### config.mk
export PLATFORM = sky130hd
export DESIGN_NAME = ntlc_cell
export DESIGN_NICKNAME = d
export VERILOG_FILES = /design/src/design/ntlc_pkg.sv /design/src/design/ntlc_cell.sv
export SDC_FILE = /design/constraint.sdc
export NUM_CORES = 1
export LEC_CHECK = 0
export ABC_AREA = 1
export BUFFER_PORTS_ARGS = -buffer_cell sky130_fd_sc_hd__buf_2
export CELL_PAD_IN_SITES_DETAIL_PLACEMENT = 1
export CELL_PAD_IN_SITES_GLOBAL_PLACEMENT = 1
export CORE_ASPECT_RATIO = 1.75
export CORE_UTILIZATION = 42
export CTS_BUF_LIST = sky130_fd_sc_hd__clkbuf_4 sky130_fd_sc_hd__clkbuf_8
export DETAILED_ROUTE_END_ITERATION = 10
export MAX_ROUTING_LAYER = met4
export PLACE_DENSITY = 0.8
export SETUP_SLACK_MARGIN = 0.05
export SYNTH_ARGS = -nofsm -noshare
export SYNTH_HDL_FRONTEND = slang
export SYNTH_SLANG_ARGS = --single-unit
### constraint.sdc
create_clock -name i_clk -period 10.5 [get_ports i_clk]
set_clock_uncertainty 0.15 [all_clocks]
set_input_delay 1.05 -clock i_clk [delete_from_list [all_inputs] [get_ports i_clk]]
set_output_delay 1.05 -clock i_clk [all_outputs]
set_load 0.01 [all_outputs]
### src/design/ntlc_pkg.sv
// Shared types and constants for the track linker and line-crossing counter.
package ntlc_pkg;

    localparam int HistDepth = 64;
    localparam int MaxTracks = 64;
    localparam int HistW     = $clog2(HistDepth);
    localparam int TrackW    = $clog2(MaxTracks);

    localparam logic [2:0] REG_LINE_Y    = 3'd0;
    localparam logic [2:0] REG_LINE_X    = 3'd1;
    localparam logic [2:0] REG_TRAIL     = 3'd2;
    localparam logic [2:0] REG_WINDOW    = 3'd3;
    localparam logic [2:0] REG_MATCH     = 3'd4;

    typedef enum logic [2:0] {
        ST_IDLE,
        ST_SCAN,
        ST_READ,
        ST_TRACK,
        ST_UPDATE,
        ST_OUT
    } t_state;

    // Token passed along the cell chain during a scan.
    typedef struct packed {
        logic        found;
        logic [25:0] best;
        logic [HistW-1:0] slot;
    } t_best;

    typedef struct packed {
        logic [11:0] line_y;
        logic [11:0] line_x;
        logic [7:0]  trail;
        logic [7:0]  window;
        logic [15:0] match;
    } t_cfg;

    function automatic logic [11:0] center_of(input logic [11:0] pos, input logic [11:0] size);
        logic [13:0] s;
        logic [12:0] c;
        s = {1'b0, pos, 1'b0} + {2'b00, size};
        c = s[13:1];
        if (s[0]) c = c + {12'd0, c[0]};
        return (c > 13'd4095) ? 12'd4095 : c[11:0];
    endfunction

endpackage

### src/design/ntlc_cell.sv
// One history cell: holds an entry, scores it and passes the best token on.
module ntlc_cell (
    input  logic                  i_clk,
    input  logic                  i_rst_n,
    input  logic [ntlc_pkg::HistW-1:0] i_slot,
    input  logic [ntlc_pkg::HistW-1:0] i_ptr,
    input  logic                  i_clear,
    input  logic                  i_wr,
    input  logic [11:0]           i_wx,
    input  logic [11:0]           i_wy,
    input  logic [15:0]           i_wframe,
    input  logic                  i_whas,
    input  logic [ntlc_pkg::TrackW-1:0] i_wtrack,
    input  logic                  i_use,
    input  logic                  i_score,
    input  logic [11:0]           i_cx,
    input  logic [11:0]           i_cy,
    input  logic [15:0]           i_frame,
    input  logic [7:0]            i_window,
    input  ntlc_pkg::t_best       i_tok,
    output ntlc_pkg::t_best       o_tok,
    output logic [11:0]           o_x,
    output logic [11:0]           o_y,
    output logic                  o_has,
    output logic [ntlc_pkg::TrackW-1:0] o_track
);
    import ntlc_pkg::*;

    logic [11:0] r_x, r_y;
    logic [15:0] r_frame;
    logic        r_valid, r_used, r_has;
    logic [TrackW-1:0] r_track;
    logic [15:0] age;
    logic [11:0] dx, dy;
    logic [23:0] dx2, dy2;
    logic [25:0] d;
    logic        ok;
    logic [HistW-1:0] rank_me, rank_tok;
    t_best       n_tok, r_tok;

    always_ff @(posedge i_clk) begin
        if (!i_rst_n) begin
            r_valid <= 1'b0;
            r_used  <= 1'b0;
            r_has   <= 1'b0;
        end else if (i_wr) begin
            r_valid <= 1'b1;
            r_used  <= 1'b0;
            r_has   <= i_whas;
        end else if (i_use) begin
            r_used <= 1'b1;
            if (i_clear) r_has <= 1'b1;
        end
    end

    always_ff @(posedge i_clk) begin
        if (i_wr) begin
            r_x     <= i_wx;
            r_y     <= i_wy;
            r_frame <= i_wframe;
            r_track <= i_wtrack;
        end else if (i_use && i_clear) begin
            r_track <= i_wtrack;
        end
    end

    // rank: position in oldest-first order, breaks distance ties
    always_comb begin
        age      = i_frame - r_frame;
        dx       = (i_cx > r_x) ? i_cx - r_x : r_x - i_cx;
        dy       = (i_cy > r_y) ? i_cy - r_y : r_y - i_cy;
        dx2      = 24'(dx) * 24'(dx);
        dy2      = 24'(dy) * 24'(dy);
        d        = {2'b00, dx2} + {2'b00, dy2} + {10'd0, 16'(age[7:0]) * 16'(age[7:0])};
        rank_me  = i_slot - i_ptr;
        rank_tok = i_tok.slot - i_ptr;
        ok       = r_valid && !r_used && age != 16'd0 && age <= {8'd0, i_window};
        n_tok    = i_tok;
        if (ok && (!i_tok.found || d < i_tok.best
                   || (d == i_tok.best && rank_me < rank_tok))) begin
            n_tok.found = 1'b1;
            n_tok.best  = d;
            n_tok.slot  = i_slot;
        end
    end

    always_ff @(posedge i_clk) begin
        if (i_score) r_tok <= n_tok;
    end

    assign o_tok   = r_tok;
    assign o_x     = r_x;
    assign o_y     = r_y;
    assign o_has   = r_has;
    assign o_track = r_track;
endmodule

==> run_results.csv <==
group,metric,value,unit
sta,max_freq,96.8,MHz
sta,tightest_slew,0.850,ns
yosys,synth-main-ff-cell,"edfxtp_1",
place,dp_hpwl,54600,um
yosys,async_flop_share,0,%
global_route,grt_use_total,29.5,%
worst_setup_path,critPathTopFamily,"adder cells",
worst_setup_path,cp_max_fo,7,
sta,slew_headroom,43.4,%
yosys,synthesis.area,0.0183,mm2
run,drv_cap,0,
yosys,synth_edf_count,79,
finish,final_util,54.5,%
worst_setup_path,arrival,10.36,ns
floorplanning,ios,210,
clocking,clock_latency,0.45,ns
global_route,gr-total-overflow,0,
clocking,cts.sink_count,82,
clocking,clk_pin_slew,0.09,ns
drt,routed_via_density,5.09,
floorplanning,chipHeight,278,um
run_status,status,"finished clean",
yosys,synth_area_leaders,"fa_1 28%, ha_1 17%, edfxtp_1 13%",
yosys,synth_warnings,0,
global_route,grt_pass1_wl,98600,um
yosys,synth_most_common_cell,"inv_1",
floorplanning,die-width,160,um
yosys,synth_top_area_cell,"fa_1",
clocking,cts.path.max_buffers,2,
finish,nNetsFinal,3429,
drt,dr.pass1.iters,4,
yosys,synth_cell_types,47,
yosys,yosys.area.top_type_share,28.4,%
clocking,cts_root_buf,"clkbuf_8",
clocking,cts_buffers,9,
yosys,syn_inst,2273,
hold_path,hold_path.class,"flop to flop",
worst_setup_path,crit_buf_inv,14,
finish,drive_gt1_share,27.2,%
sta,fin_crit,10.33,ns
drt,drc,0,
sta,report.final.setup_viol,0,
worst_setup_path,crit_required,10.53,ns
yosys,syn_avg_cell_area,8.06,um2
place,gp_congestion,0.999,
drt,dr_total_vias,17000,
worst_setup_path,startpoint_type,"primary input",
worst_setup_path,cp_common_cell,"nand2_1",
worst_setup_path,endpoint_kind,"flop",
yosys,ys_seq_area_share,13.3,%
global_route,antenna_found_initial,1,
global_route,grt_max_degree,43,
yosys,synth_commonest_cells,"614 x inv_1, 407 x nand2_1, 260 x fa_1",
finish,syn_to_final_growth,27.2,%
sta,drv_slew,0,
sta,finalCritPeriodShare,98.4,%
floorplanning,dieArea,0.0445,mm2
floorplanning,start_util,42.8,%
yosys,syn_nets,2932,
worst_setup_path,crit_path_top_delay_cell,"fa_2",
drt,dr.first_iter.drc_count,568,
place,portBuffers,209,
drt,drt_wl_total,64300,um
floorplanning,fp-row-count,100,
clocking,cts.htree.levels,3,
global_route,grt_pass1_vias,20000,
floorplanning,coreArea,0.0428,mm2
drt,ant_nets,0,
clocking,cts_tree,"done",
drt,wl_per_cell,19.3,um
worst_setup_path,worstSetupPathType,"primary input to flop",
worst_setup_path,critical_path.max_stage_delay,0.56,ns
sta,hold_violations,0,
yosys,synth-seq-cells,82,
## cells by family after synthesis
family                     synth area share, %
xor gates and xnor gates                  3.35
and+or+nand+nor                           17.9
DFF                                       13.3
buffers and inverters                     14.2
AOI/OAI and AO/OA                         5.55
adders and majority gates                 45.7
## area by class of cell
| type | instances | area [um2] |
|---|---|---|
| antenna | 1 | 2.50 |
| timing repair inverter | 1 | 6.26 |
| timing repair buffer | 519 | 3490 |
| tap | 561 | 702 |
| clock buffer | 12 | 153 |
| multi-input combinational | 1526 | 14100 |
| fill | 5319 | 19500 |
| inverter | 631 | 2390 |
| sequential | 82 | 2430 |
| clock inverter | 4 | 37.5 |
## routing by layer
metal,vias up,share of wire [%],GRT usage [%]
li1,7869,-,-
met1,8388,33,25.8
met2,472,58,58.0
met3,247,2.8,3.19
met4,0,7.1,19.6
met5,-,0,-
## flip-flops by register name, summed over array words and instances, names as in the netlist
name     cells
o_has        1
o_tok       33
o_track      6
o_x         12
o_y         12
r_frame     16
r_used       1
r_valid      1
## repair_timing
| item | in CTS | in global routing |
|---|---|---|
| cloned | 0 | 5 |
| gates resized for setup | 10 | 202 |
| setup buffers | 1 | 18 |
| hold buffers | 0 | 0 |
| endpoints found under the setup margin | 31 | 33 |
| pin swaps | 3 | 68 |
## cell usage in the layout, fill, tap and decap left out, types with 17 or more instances in the layout
cell type	synthesis	routed
xor2_1	47	42
nand3_1	63	58
o21ai_0	38	30
nor2_2	10	27
edfxtp_1	79	79
inv_1	614	596
fa_1	260	251
ha_4	0	21
buf_2	12	209
nand4_1	48	48
nand2_1	407	369
nor2_1	181	160
a21oi_1	95	77
a21oi_2	3	17
buf_4	10	291
nand2_2	22	49
inv_2	16	28
ha_1	253	230
## per-stage QoR
step / instances / setup TNS (ns) / hold slack [ns] / setup slack (ns) / area (um2)
after detailed placement: 3296 / -16.19 / 0.305 / -0.536 / 22000
after global placement: 3296 / -9.20 / 0.294 / -0.308 / 22000
after global routing: 3337 / -3.33 / 0.354 / -0.137 / 23300
after floorplan: 2273 / 0 / 0.279 / 0.526 / 18300
after CTS: 3313 / 0 / 0.316 / 0.0657 / 22200
final: 3337 / 0 / 0.312 / 0.171 / 23300
## worst paths after layout
| check | from | end | slack [ns] | cells after the start |
|---|---|---|---|---|
| min | r_valid$_SDFFE_PN0P_ | r_valid$_SDFFE_PN0P_ | 0.31 | 2 |
| max reg2reg | o_y[0]$_DFFE_PP_ | o_tok[7]$_DFFE_PP_ | 0.48 | 46 |
| max | i_cy[0] | o_tok[7]$_DFFE_PP_ | 0.17 | 50 |
| min reg2reg | r_valid$_SDFFE_PN0P_ | r_valid$_SDFFE_PN0P_ | 0.31 | 2 |
## worst register-to-register path: cells and delay by family (launching register included)
kind,cells,cell delay (ns)
buffers and inverters,11,1.22
DFF,1,0.44
and+or+nand+nor,17,1.75
xor gates and xnor gates,1,0.18
AOI/OAI and AO/OA,5,0.90
adders and majority gates,12,5.16
Power is not shown: default switching activity piles up to over one toggle a cycle in this logic, so the estimate is an artifact.
